**src/rtl/png_scanline_unfilter_assert.svh**
```systemverilog
// ----------------------------------------------------------------------------
// PNG scanline unfilter assertion macros
// Clocked assertion wrappers with reset disable; empty when NO_ASSERTIONS.
// ----------------------------------------------------------------------------
`ifndef PNG_SCANLINE_UNFILTER_ASSERT_SVH
`define PNG_SCANLINE_UNFILTER_ASSERT_SVH

`ifndef NO_ASSERTIONS

`define PSU_ASSERT_NOW(lbl, clk, rst_n, ante, cons, msg) \
    lbl: assert property (@(posedge clk) disable iff (!rst_n) ante |-> cons) \
        else $error(msg);

`define PSU_ASSERT_NEXT(lbl, clk, rst_n, ante, cons, msg) \
    lbl: assert property (@(posedge clk) disable iff (!rst_n) ante |=> cons) \
        else $error(msg);

`else

`define PSU_ASSERT_NOW(lbl, clk, rst_n, ante, cons, msg)

`define PSU_ASSERT_NEXT(lbl, clk, rst_n, ante, cons, msg)

`endif

`endif

```
**src/rtl/psu_pkg.sv**
```systemverilog
`timescale 1ns / 1ps
// ----------------------------------------------------------------------------
// PNG scanline unfilter package
// Shared widths, filter codes, register indexes and predictor interface.
// ----------------------------------------------------------------------------
package psu_pkg;

    localparam int unsigned MAX_WIDTH = 4096;
    localparam int unsigned COL_W     = $clog2(MAX_WIDTH);
    localparam int unsigned WID_W     = 13;
    localparam int unsigned HGT_W     = 16;
    localparam int unsigned CFG_W     = 16;

    typedef logic [2:0] t_filter;

    localparam t_filter FLT_NONE  = 3'd0;
    localparam t_filter FLT_SUB   = 3'd1;
    localparam t_filter FLT_UP    = 3'd2;
    localparam t_filter FLT_AVG   = 3'd3;
    localparam t_filter FLT_PAETH = 3'd4;

    typedef logic [1:0] t_cfg_idx;

    localparam t_cfg_idx CFG_WIDTH  = 2'd0;
    localparam t_cfg_idx CFG_HEIGHT = 2'd1;
    localparam t_cfg_idx CFG_ALPHA  = 2'd2;

    typedef struct packed {
        t_filter    filter;
        logic [7:0] left;
        logic [7:0] above;
        logic [7:0] upper_left;
        logic [7:0] raw;
    } t_pred_in;

endpackage

```
**src/rtl/psu_predict.sv**
```systemverilog
`timescale 1ns / 1ps
// ----------------------------------------------------------------------------
// PNG scanline unfilter byte predictor
// Reconstructs one sample byte from the raw byte and its three neighbors.
// ----------------------------------------------------------------------------
module psu_predict
    import psu_pkg::*;
(
    input  t_pred_in   i_pred,
    output logic [7:0] o_recon
);

    logic signed [9:0] w_a;
    logic signed [9:0] w_b;
    logic signed [9:0] w_c;
    logic signed [9:0] w_pa;
    logic signed [9:0] w_pb;
    logic signed [9:0] w_pc;
    logic [8:0]        w_sum;
    logic [7:0]        w_paeth;
    logic [7:0]        w_pred;

    assign w_a = signed'({2'b00, i_pred.left});
    assign w_b = signed'({2'b00, i_pred.above});
    assign w_c = signed'({2'b00, i_pred.upper_left});

    always_comb begin
        w_pa = w_b - w_c;
        w_pb = w_a - w_c;
        w_pc = w_a + w_b - w_c - w_c;
        if (w_pa < 0) w_pa = -w_pa;
        if (w_pb < 0) w_pb = -w_pb;
        if (w_pc < 0) w_pc = -w_pc;
        if (w_pa <= w_pb && w_pa <= w_pc) begin
            w_paeth = i_pred.left;
        end else if (w_pb <= w_pc) begin
            w_paeth = i_pred.above;
        end else begin
            w_paeth = i_pred.upper_left;
        end
    end

    assign w_sum = {1'b0, i_pred.left} + {1'b0, i_pred.above};

    always_comb begin
        case (i_pred.filter)
            FLT_SUB:   w_pred = i_pred.left;
            FLT_UP:    w_pred = i_pred.above;
            FLT_AVG:   w_pred = w_sum[8:1];
            FLT_PAETH: w_pred = w_paeth;
            default:   w_pred = 8'd0;
        endcase
    end

    assign o_recon = i_pred.raw + w_pred;

endmodule

```
**config.mk**
```make
export PLATFORM = sky130hd
export DESIGN_NAME = psu_predict
export DESIGN_NICKNAME = d
export VERILOG_FILES = /design/src/rtl/png_scanline_unfilter_assert.svh /design/src/rtl/psu_pkg.sv /design/src/rtl/psu_predict.sv
export SDC_FILE = /design/constraint.sdc
export NUM_CORES = 1
export LEC_CHECK = 0
export BUFFER_PORTS_ARGS = -buffer_cell sky130_fd_sc_hd__buf_2
export CAP_MARGIN = 20
export CELL_PAD_IN_SITES_DETAIL_PLACEMENT = 1
export CELL_PAD_IN_SITES_GLOBAL_PLACEMENT = 1
export CORE_UTILIZATION = 41
export DETAILED_ROUTE_END_ITERATION = 12
export GPL_TIMING_DRIVEN = 0
export PLACE_DENSITY_LB_ADDON = 0.1
export SLEW_MARGIN = 20
export SYNTH_ARGS = -nofsm -noshare
export SYNTH_HDL_FRONTEND = slang
export SYNTH_SLANG_ARGS = --single-unit
```
**constraint.sdc**
```tcl
create_clock -name vclk -period 7.19
set_input_delay 0.719 -clock vclk [all_inputs]
set_output_delay 0.719 -clock vclk [all_outputs]
set_load 0.02 [all_outputs]
```
; After elaboration in Yosys (flattened, before gate mapping)
; Index checks and enable logic that the tools add are counted.
[word_totals]
n_memories = 0
ram_bits = 0
elab_cells = 27
latch_bits = 0
mem_bits_ro = 0
out_inout_bits = 8
in_bits = 35
ff_bits = 0
[classes]
n_bitwise = 0
n_reduce_logical = 1
n_eq_ne = 4
mux = 6
n_addsub = 10
magnitude_cmp = 6
n_mul = 0
n_div = 0
shift = 0
[op_table]
columns = operator, n
row1 = 8-bit one-hot mux with 4 select lines, 1
row2 = 10-bit <= comparator, 3
row3 = 10-bit 2-to-1 mux, 3
row4 = 9-bit negation with 10-bit output, 2
row5 = 8-bit by 8-bit adder with 9-bit output, 2
row6 = 9-bit by 1-bit < comparator with 1-bit output (second input constant), 2
row7 = 8-bit by 8-bit subtractor with 9-bit output, 2
row8 = 8-bit 2-to-1 mux, 2
row9 = 10-bit by 1-bit < comparator with 1-bit output (second input constant), 1
row10 = 10-bit negation, 1
row11 = 10-bit by 9-bit subtractor with 10-bit output, 1
row12 = 9-bit by 8-bit subtractor with 10-bit output, 1
row13 = 8-bit adder, 1
row14 = 3-bit by 2-bit equality test with 1-bit output (second input constant), 2
row15 = 3-bit by 1-bit equality test with 1-bit output (second input constant), 1
row16 = 3-bit equality test (second input constant), 1
row17 = 1-bit logical AND, 1

; Depth between registers and ports, before layout
; Gate-level depths: netlist (run 1).
[logic_depth]
depth_word = 10
mapped_depth = 36
mapped_depth_nobuf = 35

; Worst setup path after synthesis (run 1)
; Ideal clock, no wire load.
[synth_timing]
path_kind = input port to output port
start = input port i_pred[18] (netlist bit)
end = output port o_recon[7]
arrival_time_ns = 7.176
path_buffers = 1
required_time_ns = 6.471
path_stages = 31
slack_ns = -0.705
cell_sequence = inv_1 -> fa_1 -> inv_1 -> ha_1 -> nor2b_4 -> o311a_1 -> o21ai_2 -> a21boi_4 -> or4_2 -> nor2_1 -> or4b_2 -> ha_1 -> nand3_1 -> nor3_1 -> a21o_1 -> a21o_1 -> a31o_1 -> buf_6 -> a211o_1 -> a31o_1 -> ha_1 -> a21oi_1 -> o21bai_1 -> a21oi_1 -> o21bai_1 -> a21oi_1 -> xor2_1 -> nand2_1 -> a211oi_1 -> mux2i_1 -> nand4_1
[synth_between]
elab_chain_len = 10
word_cells_on_any_way = 19
classes_between = 8 x add/sub / 5 x order compare / 5 x mux / 1 x reduce/logical
[synth_rtl]
columns = item, line_no
row1 = start: declaration, psu_predict.sv:9  ; input t_pred_in i_pred,
row2 = 8-bit by 8-bit adder with 9-bit output, "psu_predict.sv:30, psu_predict.sv:43"
row3 = 9-bit by 8-bit subtractor with 10-bit output, psu_predict.sv:30  ; w_pc = w_a + w_b - w_c - w_c;
row4 = 10-bit by 9-bit subtractor with 10-bit output, psu_predict.sv:30
row5 = 10-bit negation / 10-bit by 1-bit < comparator with 1-bit output (equally long branches), psu_predict.sv:33  ; if (w_pc < 0) w_pc = -w_pc;
row6 = 10-bit 2-to-1 mux, psu_predict.sv:33
row7 = "10-bit <= comparator, on equally long branches", "psu_predict.sv:36, psu_predict.sv:34"
row8 = 8-bit 2-to-1 mux / 1-bit logical AND (equally long branches), "psu_predict.sv:36, psu_predict.sv:34"
row9 = 8-bit 2-to-1 mux, psu_predict.sv:34  ; if (w_pa <= w_pb && w_pa <= w_pc) begin
row10 = 8-bit one-hot mux with 4 select lines (*), psu_predict.sv:46  ; case (i_pred.filter)
row11 = 8-bit adder (*), psu_predict.sv:55  ; assign o_recon = i_pred.raw + w_pred;
row12 = end: declaration, psu_predict.sv:10  ; output logic [7:0] o_recon
; Mark *: on every way between the ends. The rest lies on a longest branch, timed or not.

; Worst setup path after layout (run 1)
[layout_timing]
start = input port i_pred[17] (netlist bit)
end = output port o_recon[7]
; Same word-level chain as after synthesis.

==> results of run 1 <==
==> power by group through the flow <==
stage,Sequential [mW],Clock [mW],Combinational (mW)
after floorplan,0,0,0.602
after global placement,0,0,0.771
after detailed placement,0,0,0.802
after CTS,0,0,0.936
after global routing,0,0,1.11
final,0,0,1.02
==> cell type report <==
cell class | count | area share, %
timing repair buffer | 83 | 12.3
buffer | 9 | 1.16
multi-input combinational | 419 | 77.8
tap | 108 | 2.78
inverter | 77 | 6.05
==> cells in the mapped netlist, types with 2 or more instances <==
cell type  instances
a2111o_1           2
a211o_1            4
a211oi_1           5
a21boi_0           2
a21o_1            24
a21oi_1           28
a221oi_1           3
a22oi_1            5
a311oi_1           4
a31o_1             5
a31o_2             2
a31oi_1            3
a32oi_1            2
and3_1             5
buf_6              2
clkbuf_1           6
conb_1             2
fa_1              12
ha_1              70
inv_1             77
mux2i_1            6
nand2_1           30
nand2b_1           9
nand3_1            9
nand3b_1           2
nand4_1            8
nor2_1            35
nor2b_1            5
nor3_1             9
nor4_1             2
o211a_1            2
o211ai_1           2
o21a_1             6
o21ai_0           28
o21ai_1            2
o21bai_1           5
o31ai_1            2
or2_2              2
or3_1              2
xnor2_1           31
xor2_1            12
xor2_2             2
==> worst max path at each step <==
stage	end	slack, ns	cells after the start
floorplan	o_recon[7]	-0.14	30
global placement	o_recon[7]	-1.07	33
detailed placement	o_recon[7]	-1.27	37
CTS	o_recon[7]	-0.60	33
global route	o_recon[7]	-1.12	35
finish	o_recon[7]	-0.81	35
==> cell families (layout without fill, tap and decap cells) <==
| group | count (synthesis) | after routing | synth area share (%) |
|---|---|---|---|
| AOI/OAI and AO/OA | 149 | 149 | 28.5 |
| and+or+nand+nor | 129 | 129 | 17.8 |
| buffers and inverters | 86 | 169 | 9.15 |
| adders and majority gates | 83 | 83 | 30.4 |
| xor gates and xnor gates | 47 | 47 | 12.1 |
| muxes | 7 | 7 | 1.92 |
| other | 2 | 4 | 0.203 |
==> worst max-delay path, delay by kind of cell <==
kind                     cells  cell delay [ns]
AO/OA/AOI/OAI               15             2.48
multiplexers                 1             0.10
AND/OR/NAND/NOR             10             1.47
buffers and inverters        3             0.42
adder cells (fa/ha/maj)      4             1.59
XOR/XNOR                     2             0.47
==> layer usage <==
metal  share of wire [%]  up-vias
met3                 3.4       30
met2                  53      107
met1                  41     1976
li1                    -     1956
met4                 2.8        0
met5                   0        -
==> what timing repair did <==
action | CTS | global route
setup buffers | 30 | 11
endpoints found under the hold margin | 0 | 0
pin swaps | 37 | 7
setup endpoints to repair | 5 | 6
gates resized for setup | 79 | 14
==> metrics by stage <==
stage / instances / worst slack (ns) / hold WS (ns) / total power, mW
floorplan: 505 / -0.140 / 1.65 / 0.602
global placement: 655 / -1.07 / 1.78 / 0.771
detailed placement: 655 / -1.27 / 1.78 / 0.802
CTS: 685 / -0.603 / 1.79 / 0.936
global route: 696 / -1.12 / 1.86 / 1.11
finish: 696 / -0.811 / 1.85 / 1.02
==> impl_metrics.csv, run 1 <==
group,metric,value,unit
outcome,outcome,"finished with violations",
outcome,violations,"negative setup slack",
cells_and_area,ff_latch_area,0,um2
synthesis,ys_seq_area_share,0,%
cells_and_area,stdcell_area,4860,um2
synthesis,synth_top_area_cell,"ha_1",
pwr,comb_power_share,100.0,%
global_routing,grt_overflow,0,
cells_and_area,num-clock-buffers,0,
drt,antenna_left,0,
min_path,min_to,"o_recon[0]",
floorplanning,die_h,97.1,um
synthesis,syn-instance-count,503,
global_routing,first_global_vias,4334,
cells_and_area,nFlopsAndLatches,0,
cells_and_area,post-route-util,55.7,%
min_path,hold_class,"in2out",
floorplanning,core-area,8720,um2
pwr,peakVddDrop,0.113,mV
min_path,hp-start,"i_pred[0]",
cells_and_area,final_nets,707,
synthesis,synth_warnings,0,
global_routing,busiest_layer,"met2",
synthesis,synth_top_area_share,23.6,%
critical_path,cp-start-kind,"input pin",
placed_design,port_buffers,42,
critical_path,crit_start,"i_pred[17]",
cells_and_area,layout_commonest_cell,"inv_1",
clock_tree,cts_hold_buf,0,
timing,fin_crit_sh,111,%
pwr,p_leak,2.40,nW
timing,finalHoldViolCount,0,
drt,vias_per_cell,5.85,
timing,slew_headroom,63.3,%
critical_path,path_max_fanout,8,
pwr,powerDensity,209,nW/um2
timing,min_period,8.00,ns
timing,rsz0062_at_grt,"yes",
drt,wl,14000,um
critical_path,critPathKind,"in2out",
synthesis,synth.distinct_cells,71,
cells_and_area,layout_common_cells,"69 x inv_1, 60 x ha_1, 41 x buf_4",
cells_and_area,fill_cells,1071,
flow_run,cap_violations,0,
drt,drc,0,
cells_and_area,drive_above_1_share,28.6,%
pwr,clockPowerShare,0,%
cells_and_area,antenna_cells,0,
global_routing,grtUsageMet2,55.7,%
drt,first_pass_iters,4,
critical_path,max_stage_delay,0.58,ns
placed_design,gp_congestion,0.937,
critical_path,crit_required,6.47,ns
global_routing,grt_pass1_wl,21500,um
critical_path,arrival,7.28,ns
critical_path,slowest_stage,"fa_1",
pwr,p_int,0.461,mW
global_routing,grt_max_degree,11,
drt,routed-via-count,4069,
floorplanning,die_w,97.1,um
global_routing,globalRouteTotalUtil,28.1,%
synthesis,avgSynthCellArea,7.37,um2
global_routing,met3_usage,1.87,%
global_routing,antenna_found_initial,0,
floorplanning,die_area,9420,um2
pwr,p_sw_share,54.7,%
synthesis,netlist_top_cells_area,"ha_1 24%, inv_1 7.8%, xnor2_1 7.3%",
floorplanning,initial_core_util,42.5,%
synthesis,syn-cell-area,3710,um2
critical_path,end_kind,"output pin",
pwr,pwr-share-seq,0,%
cells_and_area,multi_input_area,3780,um2
timing,worst_slew_pin_slew,0.546,ns
floorplanning,fp-row-count,34,
timing,tns,-3.15,ns
min_path,whs_path_depth,3,
timing,timing.fmax,125,MHz
floorplanning,ios,43,
timing,worst_slack,-0.811,ns
pwr,switching_power,0.556,mW
global_routing,grt_util_met1,32.0,%
drt,wire_per_inst,20.1,um
placed_design,dp_hpwl,10500,um
cells_and_area,area.growth.synth_to_final,31.1,%
drt,dr.first_iter.drc_count,82,
placed_design,placed_cell_area,4140,um2
timing,setup_viol,5,
timing,slew_viol_final,0,
Power figures use the tool's default switching activity.
==> inputs of run 2 (changes only) <==
--- a/config.mk
+++ b/config.mk
@@ -9,10 +9,12 @@
 export CAP_MARGIN = 20
 export CELL_PAD_IN_SITES_DETAIL_PLACEMENT = 1
 export CELL_PAD_IN_SITES_GLOBAL_PLACEMENT = 1
+export CORE_MARGIN = 4
 export CORE_UTILIZATION = 41
 export DETAILED_ROUTE_END_ITERATION = 12
 export GPL_TIMING_DRIVEN = 0
 export PLACE_DENSITY_LB_ADDON = 0.1
+export REMOVE_ABC_BUFFERS = 1
 export SLEW_MARGIN = 20
 export SYNTH_ARGS = -nofsm -noshare
 export SYNTH_HDL_FRONTEND = slang
==> impl_metrics.csv, run 2 (same netlist as run 1, synthesis figures left out) <==
group,metric,value,unit
floorplanning,fp-row-count,34,
pwr,comb_power_share,100.0,%
clock_tree,cts_hold_buf,0,
drt,routed-wl-met2,6980,um
critical_path,max_stage_delay,0.59,ns
critical_path,critPathTopFamily,"compound AO/OA/AOI/OAI gates",
pwr,p_int,0.472,mW
cells_and_area,final_nets,703,
floorplanning,core-area,8760,um2
drt,first_pass_iters,4,
cells_and_area,fill_cells,1070,
placed_design,dp_hpwl,10200,um
timing,tns,-1.21,ns
timing,fin_hold_ws,1.82,ns
timing,setup_viol,3,
floorplanning,initial_core_util,42.3,%
timing,min_period,8.04,ns
critical_path,crit_required,6.47,ns
cells_and_area,antenna_cells,0,
placed_design,port_buffers,43,
critical_path,path_buf_inv,7,
cells_and_area,num-clock-buffers,0,
global_routing,grt_overflow,0,
pwr,p_sw_share,54.9,%
placed_design,gp_congestion,0.877,
cells_and_area,ff_latch_area,0,um2
floorplanning,ios,43,
cells_and_area,layout_common_cells,"71 x inv_1, 57 x ha_1, 44 x buf_4",
outcome,outcome,"finished with violations",
cells_and_area,area.growth.synth_to_final,33.9,%
drt,wire_per_inst,20.2,um
floorplanning,die_area,10600,um2
timing,worst_slew_pin_slew,0.837,ns
timing,fin_crit_sh,112,%
critical_path,cp-start-kind,"input pin",
timing,slew_headroom,43.9,%
drt,wl,14000,um
critical_path,end_kind,"output pin",
global_routing,globalRouteTotalUtil,23.6,%
timing,rsz0062_at_grt,"yes",
floorplanning,die_h,103,um
drt,wl_met3,382,um
pwr,clockPowerShare,0,%
global_routing,first_global_vias,4044,
cells_and_area,nFlopsAndLatches,0,
flow_run,cap_violations,0,
drt,antenna_left,0,
global_routing,antenna_found_initial,0,
critical_path,path_max_fanout,5,
cells_and_area,post-route-util,56.6,%
floorplanning,die_w,103,um
cells_and_area,layout_commonest_cell,"inv_1",
cells_and_area,drive_above_1_share,30.7,%
drt,met1Wirelength,6170,um
critical_path,arrival,7.32,ns
timing,timing.fmax,124,MHz
pwr,switching_power,0.575,mW
critical_path,critPathKind,"in2out",
timing,finalHoldViolCount,0,
drt,dr.first_iter.drc_count,149,
global_routing,grt_pass1_wl,19800,um
drt,vias_per_cell,5.86,
outcome,violations,"negative setup slack",
drt,routed-via-count,4058,
drt,highest_layer,"met4",
timing,slew_viol_final,0,
pwr,pwr-share-seq,0,%
drt,drc,0,
pwr,powerDensity,211,nW/um2
critical_path,cpMostUsedCell,"buf_4",
pwr,p_leak,2.42,nW
timing,worst_slack,-0.848,ns
pwr,peakVddDrop,0.0767,mV
min_path,hold_class,"in2out",
global_routing,grt_max_degree,18,
critical_path,slowest_stage,"or4_4",
-- run 2: cell count changes in the layout (fill, tap and decap cells not counted), moves of 3 or more --
cell / before / now
buf_4: 41 / 44
ha_1: 60 / 57
clkbuf_1: 6 / 0
buf_6: 13 / 8
-- run 2: metrics by stage --
stage	power (mW)	setup slack, ns	cells	area, um2
after floorplan	0.577	-0.827	496	3660
after global placement	0.746	-1.86	647	4010
after detailed placement	0.771	-1.99	647	4010
after CTS	0.852	-0.759	665	4410
after global routing	1.14	-1.18	692	4960
final	1.05	-0.848	692	4960
-- run 2: layout make-up --
class	instances	area, um2	share of cell area (%)
Timing Repair Buffer	87	641	12.9
Tap cell	108	135	2.72
Inverter	77	294	5.93
Multi-Input combinational cell	420	3890	78.4
-- run 2: power groups by stage --
stage	Clock [mW]	Sequential [mW]	Combinational (mW)
after global routing	0	0	1.14
after detailed placement	0	0	0.771
after global placement	0	0	0.746
after floorplan	0	0	0.577
final	0	0	1.05
after CTS	0	0	0.852
-- run 2: worst paths after layout --
check,startpoint,end,depth (start not counted)
worst min-delay path,i_pred[0],o_recon[0],3
worst max-delay path,i_pred[18],o_recon[7],37
-- run 2: per-layer routing --
layer / vias to the layer above / track usage (%)
met5: - / 0
met4: 0 / 4.58
met3: 32 / 0.203
met2: 93 / 42.6
met1: 1977 / 31.7
li1: 1956 / -
-- run 2: repair_timing --
action,4_1_cts,5_1_grt
resized for setup,63,62
endpoints found under the hold margin,0,0
setup endpoints to repair,7,5
setup buffers,17,28
pin swaps,33,57
gates cloned,1,0
==> inputs of run 3 (changes only) <==
--- a/config.mk
+++ b/config.mk
@@ -19,3 +19,4 @@
 export SYNTH_ARGS = -nofsm -noshare
 export SYNTH_HDL_FRONTEND = slang
 export SYNTH_SLANG_ARGS = --single-unit
+export TNS_END_PERCENT = 20
==> constraint.sdc (replaced) <==
create_clock -name vclk -period 7.19
set_input_delay 1.438 -clock vclk [all_inputs]
set_output_delay 1.438 -clock vclk [all_outputs]
set_load 0.02 [all_outputs]
==> impl_metrics.csv, run 3 (same netlist as run 1, synthesis figures left out) <==
group,metric,value,unit
critical_path,critPathKind,"in2out",
outcome,outcome,"finished with violations",
cells_and_area,num-clock-buffers,0,
floorplanning,die_h,103,um
timing,setup_viol,8,
critical_path,cp-start-kind,"input pin",
floorplanning,die_area,10600,um2
timing,worst_slack,-2.25,ns
global_routing,grt_pass1_wl,19900,um
cells_and_area,nFlopsAndLatches,0,
timing,tns,-10.26,ns
pwr,p_leak,2.34,nW
cells_and_area,stdcell_count,682,
critical_path,crit_required,5.75,ns
drt,routed-via-count,3978,
placed_design,port_buffers,43,
drt,wl,13200,um
global_routing,first_global_vias,4033,
timing,min_period,9.44,ns
cells_and_area,post-route-util,54.3,%
critical_path,crit_end,"o_recon[7]",
drt,dr.first_iter.drc_count,128,
min_path,whs_path_depth,3,
drt,antenna_left,0,
global_routing,grt_max_degree,18,
cells_and_area,drive_above_1_share,26.8,%
drt,drc,0,
global_routing,globalRouteTotalUtil,23.7,%
drt,wire_per_inst,19.4,um
cells_and_area,area.growth.synth_to_final,28.3,%
critical_path,arrival,8.00,ns
critical_path,slowest_stage,"or4_4",
placed_design,placed_cell_area,4010,um2
drt,vias_per_cell,5.83,
cells_and_area,ff_latch_area,0,um2
timing,worst_slew_pin_slew,0.861,ns
placed_design,dp_hpwl,10200,um
critical_path,max_stage_delay,0.60,ns
timing,slew_viol_final,0,
timing,finalHoldViolCount,0,
clock_tree,cts_hold_buf,0,
critical_path,end_kind,"output pin",
cells_and_area,antenna_cells,0,
timing,rsz0062_at_grt,"yes",
timing,slew_headroom,42.3,%
cells_and_area,stdcell_area,4750,um2
floorplanning,ios,43,
pwr,peakVddDrop,0.0744,mV
placed_design,gp_congestion,0.877,
outcome,violations,"negative setup slack",
flow_run,cap_violations,0,
min_path,hold_class,"in2out",
drt,first_pass_iters,6,
floorplanning,fp-row-count,34,
cells_and_area,layout_commonest_cell,"inv_1",
floorplanning,core-area,8760,um2
global_routing,antenna_found_initial,0,
critical_path,path_max_fanout,6,
pwr,p_total,0.977,mW
cells_and_area,layout_common_cells,"73 x inv_1, 62 x ha_1, 41 x buf_4",
global_routing,grt_overflow,0,
cells_and_area,final_nets,693,
cells_and_area,fill_cells,1102,
timing,fin_crit_sh,131,%
floorplanning,die_w,103,um
critical_path,crit_start,"i_pred[18]",
floorplanning,initial_core_util,42.3,%
pwr,powerDensity,205,nW/um2
critical_path,cpMostUsedCell,"a21o_1",
timing,timing.fmax,106,MHz
placed_design,dp_cells,647,
## run 3: area by class of cell
class / count / area (um2) / share of cell area [%]
tap: 108 / 135 / 2.84
timing repair buffer: 77 / 537 / 11.3
inverter: 77 / 292 / 6.13
multi-input combinational: 420 / 3790 / 79.7
## run 3: per-stage QoR
step,hold slack [ns],setup WS [ns]
global placement,3.22,-3.29
CTS,3.22,-2.20
global route,3.23,-2.52
finish,3.22,-2.25
floorplan,3.09,-2.26
detailed placement,3.22,-3.42
## run 3: repair_timing
action | in CTS | in global routing
buffers inserted | 16 | 18
hold endpoints to repair | 0 | 0
gates resized for setup | 64 | 37
pin swaps | 32 | 45
cloned | 1 | 0
endpoints found under the setup margin | 8 | 8
## run 3: power by group
part	internal, mW	switching, mW	leakage, nW
combinational	0.432	0.545	2.34
clock	0	0	0
sequential	0	0	0
## run 3: worst min-delay path by stage
| stage | endpoint | start | slack (ns) |
|---|---|---|---|
| floorplan | o_recon[0] | i_pred[0] | 3.09 |
| global placement | o_recon[0] | i_pred[0] | 3.22 |
| detailed placement | o_recon[0] | i_pred[0] | 3.22 |
| CTS | o_recon[0] | i_pred[0] | 3.22 |
| global route | o_recon[0] | i_pred[0] | 3.23 |
| finish | o_recon[0] | i_pred[0] | 3.22 |
## run 3: worst max-delay path, delay by kind of cell
| kind | cells | cell delay (ns) |
|---|---|---|
| and+or+nand+nor | 6 | 1.25 |
| AOI/OAI and AO/OA | 14 | 2.76 |
| muxes | 1 | 0.10 |
| buffers and inverters | 5 | 0.50 |
| xor gates and xnor gates | 3 | 0.59 |
| adders and majority gates | 4 | 1.35 |
## run 3: layer usage
metal  wire (um)  global-route usage [%]
met1        5990                    31.8
met2        6580                    42.7
met3         315                   0.203
met4         316                    4.58
met5           0                       0
